### src/design/sorted_weekly_event_table_defines.svh
// assertion shorthands used by the sorted weekly event table design
`ifndef SORTED_WEEKLY_EVENT_TABLE_DEFINES_SVH
`define SORTED_WEEKLY_EVENT_TABLE_DEFINES_SVH

// plain invariant, checked at every rising clock edge out of reset
`define SWET_ASSERT(lbl, prop, msg) \
  lbl: assert property (@(posedge clk_i) disable iff (!rst_ni) (prop)) else $error(msg);

// same-cycle implication
`define SWET_ASSERT_IMPL(lbl, ante, cons, msg) \
  lbl: assert property (@(posedge clk_i) disable iff (!rst_ni) (ante) |-> (cons)) \
    else $error(msg);

// next-cycle implication
`define SWET_ASSERT_NEXT(lbl, ante, cons, msg) \
  lbl: assert property (@(posedge clk_i) disable iff (!rst_ni) (ante) |=> (cons)) \
    else $error(msg);

`endif

### src/design/swet_pkg.sv
`timescale 1ns / 1ps

package swet_pkg;

  localparam int unsigned KEY_W = 20;

  localparam logic OP_INSERT  = 1'b0;
  localparam logic OP_REFRESH = 1'b1;

  typedef enum logic [1:0] {
    ST_DONE = 2'd0,
    ST_DUP  = 2'd1,
    ST_FULL = 2'd2
  } status_e;

  // day, hour, minute, second from msb down: packed order is sort order
  typedef struct packed {
    logic [2:0] day;
    logic [4:0] hour;
    logic [5:0] minute;
    logic [5:0] second;
  } key_t;

  typedef struct packed {
    logic       op;
    logic [2:0] entry_day;
    logic [4:0] entry_hour;
    logic [5:0] entry_minute;
    logic [5:0] entry_second;
    logic [2:0] now_raw_day;
    logic [4:0] now_hour;
    logic [5:0] now_minute;
    logic [5:0] now_second;
  } in_req_t;

  typedef struct packed {
    logic [1:0] status;
    logic [4:0] entry_count;
    logic [3:0] next_index;
    logic [2:0] next_day;
    logic [4:0] next_hour;
    logic [5:0] next_minute;
    logic [5:0] next_second;
  } out_rsp_t;

  // clock counts sunday as 0, table counts monday as 0: (d + 6) mod 7
  function automatic logic [2:0] map_day(input logic [2:0] raw_day);
    logic [2:0] res;
    if (raw_day == 3'd0) begin
      res = 3'd6;
    end else begin
      res = raw_day - 3'd1;
    end
    return res;
  endfunction

endpackage

### src/design/swet_ram.sv
`timescale 1ns / 1ps

module swet_ram #(
  parameter int unsigned WIDTH = 20,
  parameter int unsigned DEPTH = 16
) (
  input  logic                                   clk_i,
  input  logic                                   we_i,
  input  logic [(DEPTH > 1 ? $clog2(DEPTH) : 1)-1:0] waddr_i,
  input  logic [WIDTH-1:0]                       wdata_i,
  input  logic                                   re_i,
  input  logic [(DEPTH > 1 ? $clog2(DEPTH) : 1)-1:0] raddr_i,
  output logic [WIDTH-1:0]                       rdata_o
);

  logic [WIDTH-1:0] mem_q [DEPTH];
  logic [WIDTH-1:0] rdata_q;

  always_ff @(posedge clk_i) begin
    if (we_i) begin
      mem_q[waddr_i] <= wdata_i;
    end
    if (re_i) begin
      rdata_q <= mem_q[raddr_i];
    end
  end

  assign rdata_o = rdata_q;

endmodule

### src/design/sorted_weekly_event_table.sv
`timescale 1ns / 1ps
`include "sorted_weekly_event_table_defines.svh"

// Sorted weekly event table. Holds up to TABLE_DEPTH events in ascending
// (day, hour, minute, second) order in one synchronous RAM and returns one
// result per request: status, entry count, and the next upcoming entry (the
// first one strictly later than the request's current time, index 0 if none;
// a rejected insert keeps the index found by the last search instead).
// Requests are handled one at a time; all work goes through the single RAM
// read port. An insert does a duplicate scan, a shift of larger entries and
// a next-event scan, a rejected insert only the duplicate scan. The next
// request is taken while a finished result still waits on the output. No
// clearing pass after reset: entries at or above the count are never used.
module sorted_weekly_event_table #(
  parameter int unsigned TABLE_DEPTH = 16
) (
  input  logic               clk_i,
  input  logic               rst_ni,
  input  logic               in_valid_i,
  input  swet_pkg::in_req_t  in_req_i,
  output logic               in_stall_o,
  output logic               out_valid_o,
  output swet_pkg::out_rsp_t out_rsp_o,
  input  logic               out_stall_i
);

  localparam int unsigned IW = (TABLE_DEPTH > 1) ? $clog2(TABLE_DEPTH) : 1;
  localparam int unsigned CW = $clog2(TABLE_DEPTH + 1);
  localparam int unsigned KW = swet_pkg::KEY_W;
  localparam logic [CW-1:0] DEPTH_C = CW'(TABLE_DEPTH);

  typedef enum logic [2:0] {
    S_IDLE,
    S_DUP,
    S_SHIFT,
    S_PLACE,
    S_NEXT,
    S_FETCH,
    S_OUT
  } state_e;

  state_e             state_q, state_d;
  swet_pkg::in_req_t  req_q, req_d;
  swet_pkg::status_e  status_q, status_d;
  swet_pkg::out_rsp_t out_q, out_d;
  logic               out_valid_q, out_valid_d;
  logic [CW-1:0]      count_q, count_d;
  logic [IW-1:0]      up_q, up_d;
  logic [CW-1:0]      rd_idx_q, rd_idx_d;
  logic               pend_q, pend_d;
  logic [IW-1:0]      pend_idx_q, pend_idx_d;
  logic               dup_q, dup_d;
  logic               found_q, found_d;
  logic [IW-1:0]      found_idx_q, found_idx_d;
  logic [KW-1:0]      found_key_q, found_key_d;
  logic [KW-1:0]      first_key_q, first_key_d;
  logic [CW-1:0]      ins_q, ins_d;
  logic [KW-1:0]      nk_q, nk_d;

  logic               ram_we, ram_re;
  logic [IW-1:0]      ram_waddr, ram_raddr;
  logic [KW-1:0]      ram_wdata, ram_rdata;

  logic [KW-1:0]      new_key, now_key;
  logic [CW-1:0]      cnt_m1, ins_m1, ins_m2;
  logic               issue, match, hit;
  swet_pkg::key_t     nk_fields;

  assign new_key = {req_q.entry_day, req_q.entry_hour, req_q.entry_minute, req_q.entry_second};
  assign now_key = {swet_pkg::map_day(req_q.now_raw_day), req_q.now_hour,
                    req_q.now_minute, req_q.now_second};
  assign cnt_m1  = count_q - CW'(1);
  assign ins_m1  = ins_q - CW'(1);
  assign ins_m2  = ins_m1 - CW'(1);
  assign issue   = (rd_idx_q < count_q);
  assign match   = pend_q && (ram_rdata == new_key);
  assign hit     = pend_q && (now_key < ram_rdata);
  assign nk_fields = swet_pkg::key_t'(nk_q);

  swet_ram #(
    .WIDTH(KW),
    .DEPTH(TABLE_DEPTH)
  ) u_ram (
    .clk_i  (clk_i),
    .we_i   (ram_we),
    .waddr_i(ram_waddr),
    .wdata_i(ram_wdata),
    .re_i   (ram_re),
    .raddr_i(ram_raddr),
    .rdata_o(ram_rdata)
  );

  // reads and writes never hit the same entry in one cycle: the shift writes
  // slot i while reading slot i-2, and scans never write
  always_comb begin
    state_d     = state_q;
    req_d       = req_q;
    status_d    = status_q;
    out_d       = out_q;
    out_valid_d = out_valid_q;
    count_d     = count_q;
    up_d        = up_q;
    rd_idx_d    = rd_idx_q;
    pend_d      = pend_q;
    pend_idx_d  = pend_idx_q;
    dup_d       = dup_q;
    found_d     = found_q;
    found_idx_d = found_idx_q;
    found_key_d = found_key_q;
    first_key_d = first_key_q;
    ins_d       = ins_q;
    nk_d        = nk_q;
    ram_we      = 1'b0;
    ram_waddr   = '0;
    ram_wdata   = new_key;
    ram_re      = 1'b0;
    ram_raddr   = '0;

    if (out_valid_q && !out_stall_i) begin
      out_valid_d = 1'b0;
    end

    unique case (state_q)
      S_IDLE: begin
        if (in_valid_i) begin
          req_d    = in_req_i;
          status_d = swet_pkg::ST_DONE;
          rd_idx_d = '0;
          pend_d   = 1'b0;
          dup_d    = 1'b0;
          found_d  = 1'b0;
          state_d  = (in_req_i.op == swet_pkg::OP_INSERT) ? S_DUP : S_NEXT;
        end
      end
      S_DUP: begin
        if (match) begin
          dup_d = 1'b1;
        end
        if (issue) begin
          ram_re    = 1'b1;
          ram_raddr = rd_idx_q[IW-1:0];
          pend_d    = 1'b1;
          rd_idx_d  = rd_idx_q + CW'(1);
        end else begin
          pend_d = 1'b0;
          if (dup_q || match || (count_q == DEPTH_C)) begin
            status_d  = (dup_q || match) ? swet_pkg::ST_DUP : swet_pkg::ST_FULL;
            ram_re    = 1'b1;
            ram_raddr = up_q;
            state_d   = S_FETCH;
          end else begin
            ins_d = count_q;
            if (count_q != '0) begin
              ram_re    = 1'b1;
              ram_raddr = cnt_m1[IW-1:0];
              state_d   = S_SHIFT;
            end else begin
              state_d = S_PLACE;
            end
          end
        end
      end
      S_SHIFT: begin
        // read data holds the entry just below the hole at ins_q
        if (ram_rdata > new_key) begin
          ram_we    = 1'b1;
          ram_waddr = ins_q[IW-1:0];
          ram_wdata = ram_rdata;
          ins_d     = ins_m1;
          if (ins_q > CW'(1)) begin
            ram_re    = 1'b1;
            ram_raddr = ins_m2[IW-1:0];
          end else begin
            state_d = S_PLACE;
          end
        end else begin
          state_d = S_PLACE;
        end
      end
      S_PLACE: begin
        ram_we    = 1'b1;
        ram_waddr = ins_q[IW-1:0];
        ram_wdata = new_key;
        count_d   = count_q + CW'(1);
        rd_idx_d  = '0;
        pend_d    = 1'b0;
        found_d   = 1'b0;
        state_d   = S_NEXT;
      end
      S_NEXT: begin
        if (hit && !found_q) begin
          found_d     = 1'b1;
          found_idx_d = pend_idx_q;
          found_key_d = ram_rdata;
        end
        if (pend_q && (pend_idx_q == '0)) begin
          first_key_d = ram_rdata;
        end
        if (issue) begin
          ram_re     = 1'b1;
          ram_raddr  = rd_idx_q[IW-1:0];
          pend_d     = 1'b1;
          pend_idx_d = rd_idx_q[IW-1:0];
          rd_idx_d   = rd_idx_q + CW'(1);
        end else begin
          pend_d = 1'b0;
          if (found_q) begin
            up_d = found_idx_q;
            nk_d = found_key_q;
          end else if (hit) begin
            up_d = pend_idx_q;
            nk_d = ram_rdata;
          end else begin
            // nothing later: wrap to the first entry
            up_d = '0;
            if (count_q == '0) begin
              nk_d = '0;
            end else if (pend_q && (pend_idx_q == '0)) begin
              nk_d = ram_rdata;
            end else begin
              nk_d = first_key_q;
            end
          end
          state_d = S_OUT;
        end
      end
      S_FETCH: begin
        nk_d    = (count_q != '0) ? ram_rdata : '0;
        state_d = S_OUT;
      end
      S_OUT: begin
        if (!out_valid_q || !out_stall_i) begin
          out_d.status      = status_q;
          out_d.entry_count = 5'(count_q);
          out_d.next_index  = 4'(up_q);
          out_d.next_day    = nk_fields.day;
          out_d.next_hour   = nk_fields.hour;
          out_d.next_minute = nk_fields.minute;
          out_d.next_second = nk_fields.second;
          out_valid_d       = 1'b1;
          state_d           = S_IDLE;
        end
      end
      default: begin
        state_d = S_IDLE;
      end
    endcase
  end

  always_ff @(posedge clk_i or negedge rst_ni) begin
    if (!rst_ni) begin
      state_q     <= S_IDLE;
      out_valid_q <= 1'b0;
      count_q     <= '0;
      up_q        <= '0;
      rd_idx_q    <= '0;
      pend_q      <= 1'b0;
      dup_q       <= 1'b0;
      found_q     <= 1'b0;
    end else begin
      state_q     <= state_d;
      out_valid_q <= out_valid_d;
      count_q     <= count_d;
      up_q        <= up_d;
      rd_idx_q    <= rd_idx_d;
      pend_q      <= pend_d;
      dup_q       <= dup_d;
      found_q     <= found_d;
    end
  end

  always_ff @(posedge clk_i) begin
    req_q       <= req_d;
    status_q    <= status_d;
    out_q       <= out_d;
    pend_idx_q  <= pend_idx_d;
    found_idx_q <= found_idx_d;
    found_key_q <= found_key_d;
    first_key_q <= first_key_d;
    ins_q       <= ins_d;
    nk_q        <= nk_d;
  end

  assign in_stall_o  = (state_q != S_IDLE);
  assign out_valid_o = out_valid_q;
  assign out_rsp_o   = out_q;

  `SWET_ASSERT(a_count_bound, count_q <= DEPTH_C, "entry count above table depth")
  `SWET_ASSERT(a_next_in_table, (CW'(up_q) < count_q) || (up_q == '0), "next index past count")
  `SWET_ASSERT(a_no_rw_collide, !(ram_we && ram_re && (ram_waddr == ram_raddr)), "ram collision")
  `SWET_ASSERT_NEXT(a_place_grows, state_q == S_PLACE, count_q == $past(count_q) + CW'(1), "count not bumped")
  `SWET_ASSERT_IMPL(a_write_only_insert, ram_we, (state_q == S_SHIFT) || (state_q == S_PLACE), "stray ram write")

endmodule

### config.mk
export PLATFORM = sky130hd
export DESIGN_NAME = sorted_weekly_event_table
export DESIGN_NICKNAME = d
export VERILOG_FILES = /design/src/design/swet_pkg.sv /design/src/design/swet_ram.sv /design/src/design/sorted_weekly_event_table.sv
export VERILOG_INCLUDE_DIRS = /design/src /design/src/design
export SDC_FILE = /design/constraint.sdc
export NUM_CORES = 1
export LEC_CHECK = 0
export ABC_AREA = 1
export BUFFER_PORTS_ARGS = -buffer_cell sky130_fd_sc_hd__buf_2
export CAP_MARGIN = 0
export CORE_UTILIZATION = 35
export CTS_CLUSTER_SIZE = 28
export DETAILED_ROUTE_END_ITERATION = 8
export PLACE_DENSITY_LB_ADDON = 0.1
export SLEW_MARGIN = 10
export SYNTH_ARGS = -nofsm -noshare
export SYNTH_HDL_FRONTEND = slang
export SYNTH_SLANG_ARGS = --single-unit
### constraint.sdc
create_clock -name clk_i -period 4.72 [get_ports clk_i]
set_clock_uncertainty 0.1 [all_clocks]
set_input_delay 0.236 -clock clk_i [delete_from_list [all_inputs] [get_ports clk_i]]
set_output_delay 0.236 -clock clk_i [all_outputs]
set_load 0.02 [all_outputs]
Word level (Yosys, flattened, before mapping)
Memory sizes are Yosys's and may differ from the RTL's. A register that Yosys moved wholly into a read port is not among the register bits.
Cells that the tools add are included.
W data, S select, Z words.

storage, ports and cells
  input port bits = 45
  memories = 1
  register bits = 167
  RAM bits = 320

memory list
  name         words  bits a word  read ports  clocked after Yosys merged registers in  wr ports  line            text
  u_ram.mem_q  16     20           1           1                                        1         swet_ram.sv:16  logic [WIDTH-1:0] mem_q [DEPTH];

operators by class
  bitwise operators = 1
  magnitude comparators = 4
  muxes and demuxes = 63
  reduce and logical (&&, ||, !) cells = 36
  $add $sub $neg = 6
  equal/unequal tests = 19

operators by type and width
  operator               number
  $mux W20               8
  $pmux W20 S2           1
  $mux W4                9
  $mux W3                9
  $mux W5                5
  $pmux W3 S7            1
  $eq A20 B20 Y1         1
  $gt A20 B20 Y1         1
  $lt A20 B20 Y1         1
  $ne A2 B2 Y1 const B   9
  $mux W1                16
  $pmux W5 S3            1
  $reduce_and A2 Y1      7
  $pmux W4 S3            1
  $add A5 B1 Y5 const B  2
  $pmux W5 S2            1
  $eq A3 B3 Y1 const B   3
  $pmux W1 S3            3
  $reduce_and A3 Y1      3
  $reduce_bool A3 Y1     3
  $mux W2                4
  $pmux W4 S2            1
  $reduce_and A4 Y1      2
  $sub A4 B1 Y4 const B  2
  22 further kinds       35

Longest topological paths before layout
  word-level depth = 8
  gate-level depth with buffers = 20

Modules after synthesis
A second synthesis with hierarchy kept.

second synthesis, totals
  cell total of the unflattened synthesis = 2212
  area total of the unflattened synthesis = 23074.6 µm²

modules (own cells, without submodules)
  module                     instances  cells each  sequential area each (µm²)  area each (µm²)
  swet_ram                   1          1336        10209.8                     14392.6
  sorted_weekly_event_table  1          876         4909.7                      8682.1

Least setup slack after synthesis
OpenSTA, ideal clock, no wires.

  kind = register -> register
  from = reg u_ram.rdata_q[19], in the netlist u_ram.rdata_o[19] (read register of u_ram.mem_q)
  to = mem u_ram.mem_q[1][0] (enable)
  arrival time = 2983 ps
  path slack = 1215 ps
  stages on the path, launching flop included = 12
  required time = 4198 ps
  cell sequence = edfxtp_1 > ha_1 > nand2_1 > nor2_2 > nand2_1 > nor2_4 > nand2_1 > nand3_1 > nand2_2 > nand2_1 > inv_1 > nor3_1

on the way
  cells in the longest elaborated chain, start to end = 5
  elaborated cells between the ends (all ways) = 7

ends and longest elaborated chain
  item                           line                              text
  from (decl)                    swet_ram.sv:17                    logic [WIDTH-1:0] rdata_q;
  $gt A20 B20 Y1 (*)             sorted_weekly_event_table.sv:165  if (ram_rdata > new_key) begin
  $mux W1                        sorted_weekly_event_table.sv:165
  $pmux W1 S2                    sorted_weekly_event_table.sv:123  unique case (state_q)
  $mux W1                        swet_ram.sv:20                    if (we_i) begin
  $mux W1 (implied by the code)  swet_ram.sv:21                    mem_q[waddr_i] <= wdata_i;
  to (decl)                      swet_ram.sv:16

Mark *: on every way between the ends. The rest lies on a longest branch, timed or not.

Final worst setup path
  from = reg count_q[2]
  to = reg u_ram.rdata_q[11], in the netlist u_ram.rdata_o[11] (read register of u_ram.mem_q) (data pin)

on the way
  cells in the longest elaborated chain, start to end = 5
  elaborated cells between the ends (all ways) = 15

ends and longest elaborated chain
  item                                        line                              text
  from (decl)                                 sorted_weekly_event_table.sv:47   logic [CW-1:0] count_q, count_d;
  from (signal assigned)                      sorted_weekly_event_table.sv:263  count_q <= count_d;
  $sub A4 B1 Y4 (tied with other cells)       sorted_weekly_event_table.sv:72   assign cnt_m1 = count_q - CW'(1);
  $mux W4 (tied with other cells)             sorted_weekly_event_table.sv:153  if (count_q != '0) begin
  $mux W4 or $mux W1 (tied branches)          sorted_weekly_event_table.sv:146  if (dup_q || match || (count_q == DEPTH_C)) begin
  $mux W4 or $mux W1 (tied branches)          sorted_weekly_event_table.sv:139  if (issue) begin
  $pmux W4 S3 or $pmux W1 S3 (tied branches)  sorted_weekly_event_table.sv:123

Parallel ways exist; a longest one is shown, timed or not.
A chain may end at the register's enable or synchronous reset.

==> metrics.md <==
| Metric | Value |
|---|---|
| Starting density of the core | `35.67%` |
| Worst Setup SP | `count_q[2]` |
| Setup_tns | `0 ps` |
| Portion of synthesized cell area occupied by the leading cell type | `63.01%` |
| Clock network fraction of design power | `26.1%` |
| Final number of max-transition violations | `0` |
| Final critical delay including setup and external delays | `3777 ps` |
| Post-cts repair resize count | `0` |
| Number of synthesized flops with an enable pin | `486` |
| Proportion of total power due to net switching | `36.96%` |
| Number of global-route vias before repair | `15570` |
| Synth Cell Area | `23160 sq um` |
| RSZ-0062 raised after global routing | `no` |
| Total routing resource utilization after global routing | `19.67%` |
| Syn-to-layout area delta | `16.87%` |
| Num Clock Sinks | `507` |
| Final period utilization | `80.03%` |
| Result of the run | `finished clean` |
| Type of element capturing the critical path | `register` |
| Setup violators final | `0` |
| Clock buffer count from CTS | `57` |
| Async S/R FF share, synth | `4.142%` |
| Register Area | `15120 sq um` |
| Routed vias/inst | `5.044` |
| Number of cell rows | `93` |
| P_leak | `11.22 nW` |
| Maximum clock frequency | `264.7 MHz` |
| Combined area of the multi-input logic cells | `6036 sq um` |
| Post-synthesis sequential element count | `507` |
| Floorplan Core Area | `64930 sq um` |
| Fraction of final layout cells with drive strength greater than 1 | `11.79%` |
| Internal Power | `10.32 mW` |
| Cell accounting for the most synthesized area | `edfxtp_1` |
| CTS tree | `done` |
| Count of mapped cells out of synthesis | `2174` |
| Number of violations reported at the end of detailed-routing iteration 0 | `1386` |
| Synth Net Count | `2269` |
| Most common library cell in the layout ignoring fill and taps | `edfxtp_1` |
| Highest ir drop seen on vdd | `0.0004125 V` |
| Worst path arrival time | `3970 ps` |
| Via total after detailed routing | `16170` |
| X dimension of the die | `259.2 microns` |
| Antenna violations before repair | `4` |
| Clock transition at the registers of the reported paths | `60 ps` |
| Crit path required time | `4910 ps` |
| Fillcell total | `6244` |
| Register area share after synthesis | `65.28%` |
| Count of nets after finishing | `2400` |
| DRC violation count after routing | `0` |
| Pin slew with the least headroom to its limit | `932.0 ps` |
| Max-cap violations | `0` |
| Share of power burned in registers | `40.1%` |
| Library cell used as clock root buffer | `clkbuf_16` |
| Net switching power of the design | `6.052 mW` |
| Wirelength, routed | `65570 microns` |
| Distinct cells, synth | `41` |
| Combinational power share | `33.8%` |
| Num ports | `78` |
| Power Dens Cells | `605.0 nW/um^2` |
| HPWL Detailed | `38330 microns` |
| Largest net degree at the start of global routing | `88` |
| Leading cell types in the layout, fill and taps excluded | `486 x edfxtp_1, 415 x inv_1, 313 x nand3_1` |
| Remaining antenna violation count | `0` |
| Die Ht | `259.2 microns` |
| Wire per inst | `20.45 microns` |
| Largest buffer count on any clock path | `3` |
| Overall power | `16.38 mW` |
| Number of iterations in the first detailed-routing pass | `5` |
| Hold WC Path Type | `input pin to async pin` |
| Warnings, synthesis | `0` |
| Top area cells in the synthesized netlist | `edfxtp_1 63%, nand3_1 6.8%, inv_1 6.7%` |
| Worst relative slew slack | `37.21%` |
| Clock latency of the later-clocked register in the worst-skew pair | `620 ps` |
| Flip-flop cell with the highest count after synthesis | `edfxtp_1` |
| Floorplan die area | `67200 sq um` |
| Startpoint-to-endpoint class of the critical path | `register to register` |
| Kind of start point of the critical path | `register` |
| Number of I/O port buffers | `77` |
| Deepest level of the CTS H-tree | `2` |
| Wire length of the first global-routing pass | `98830 microns` |
| Maximum fanout along the worst path | `87` |
| Overall overflow remaining after global route | `0` |
| Startpoint of the worst register-to-register path | `count_q[2]` |
| Count of final hold-check violations | `0` |
| Synthesized area per cell | `10.65 sq um` |
| Last weighted congestion value of the routability-driven placer | `0.8124` |
[power by group through the flow]
| stage | Combinational, mW | Clock [mW] | Sequential (mW) |
|---|---|---|---|
| 3_5_place_dp | 5.53 | 0 | 6.66 |
| 6_report | 5.53 | 4.28 | 6.57 |
| 2_1_floorplan | 3.49 | 0 | 6.62 |
| 4_1_cts | 5.57 | 4.40 | 6.57 |
| 3_3_place_gp | 5.48 | 0 | 6.65 |
| 5_1_grt | 6.21 | 4.54 | 6.64 |
[registers in the layout, indices dropped and copies added (netlist names), 2 cells and up]
signal / cells
rd_idx_q: 5
u_ram.rdata_o: 20
status_q: 2
pend_idx_q: 4
req_q: 3
up_q: 4
u_ram.mem_q: 320
count_q: 5
now_key: 17
nk_fields: 20
state_q: 3
ins_q: 5
found_key_q: 20
first_key_q: 20
out_rsp_o: 31
new_key: 20
found_idx_q: 4
[cells in the mapped netlist (5+ instances only)]
cell type / n
edfxtp_1: 486
xor2_1: 10
nor2_1: 72
o21ai_0: 102
nand2_1: 311
clkbuf_1: 61
nand3_1: 314
o22ai_1: 20
nand4_1: 169
a21oi_1: 29
dfrtp_1: 21
buf_2: 41
nor2_2: 5
ha_1: 50
buf_1: 14
inv_1: 415
inv_2: 9
[logic make-up (layout without fill, tap and decap cells)]
logic type | after synthesis | after routing | synth area share, %
compound gates | 168 | 168 | 3.922
xor+xnor | 13 | 13 | 0.4916
fa+ha+maj | 50 | 50 | 2.701
buf+inv | 544 | 720 | 9.119
flops | 507 | 507 | 65.28
mux | 1 | 1 | 0.04322
other cells | 0 | 1 | 0
simple gates | 891 | 891 | 18.44
[metrics by stage]
step	setup WS (ps)	hold slack [ps]	cell area [sq um]	util, %	instances
6_report	942.7	64.82	27070	41.69	3206
5_1_grt	705.4	93.83	27060	41.68	3205
4_1_cts	939.9	39.73	27060	41.68	3205
3_5_place_dp	961.3	156.6	24850	38.26	3057
3_3_place_gp	1008	153.9	24850	38.26	3057
2_1_floorplan	1215	-159.6	23160	-	2174
[final cells by class]
type / instances / area share (%)
multi-input combinational: 1123 / 22.30
antenna: 1 / 0.009245
sequential: 507 / 55.86
clock buffer: 78 / 5.829
timing repair buffer: 192 / 5.436
inverter: 424 / 5.880
tap: 855 / 3.952
clock inverter: 26 / 0.7350
[timing repair]
action	in CTS	in global routing
endpoints found under the setup margin	0	0
buffers inserted	0	0
hold buffers	44	0
endpoints found under the hold margin	70	0
[worst paths after layout]
kind | endpoint | slack [ps] | cells past startpoint
setup / recovery | u_ram.rdata_o[11] | 940 | 15
hold / removal | count_q[4] | 60 | 2
setup reg to reg | u_ram.rdata_o[11] | 940 | 15
hold reg to reg | out_rsp_o[3] | 310 | 0
max in group asynchronous | up_q[2] | 4080 | 2
min in group clk_i | now_key[12] | 230 | 2
[metal layers]
metal / global-route usage, % / vias to the layer above / routed length [microns]
met3: 3.193 / 93 / 3349
met1: 27.29 / 7932 / 30080
met2: 31.45 / 413 / 30470
met4: 6.242 / 0 / 1664
li1: - / 7734 / -
met5: 0 / - / 0
[critical path, cell delays in order, from the launching register on]
cell     delay, ps
dfrtp_1        470
inv_2          100
ha_1           310
nand2_1         60
inv_1           30
o21ai_0        170
nand3_1        240
nor2_4         250
nand2_4        360
nand3_4        270
buf_12         320
nand2_1        100
nand3_1        100
nand3_1        110
nand3_1        110
nand2_1        200
(Power assumes the default switching activity.)
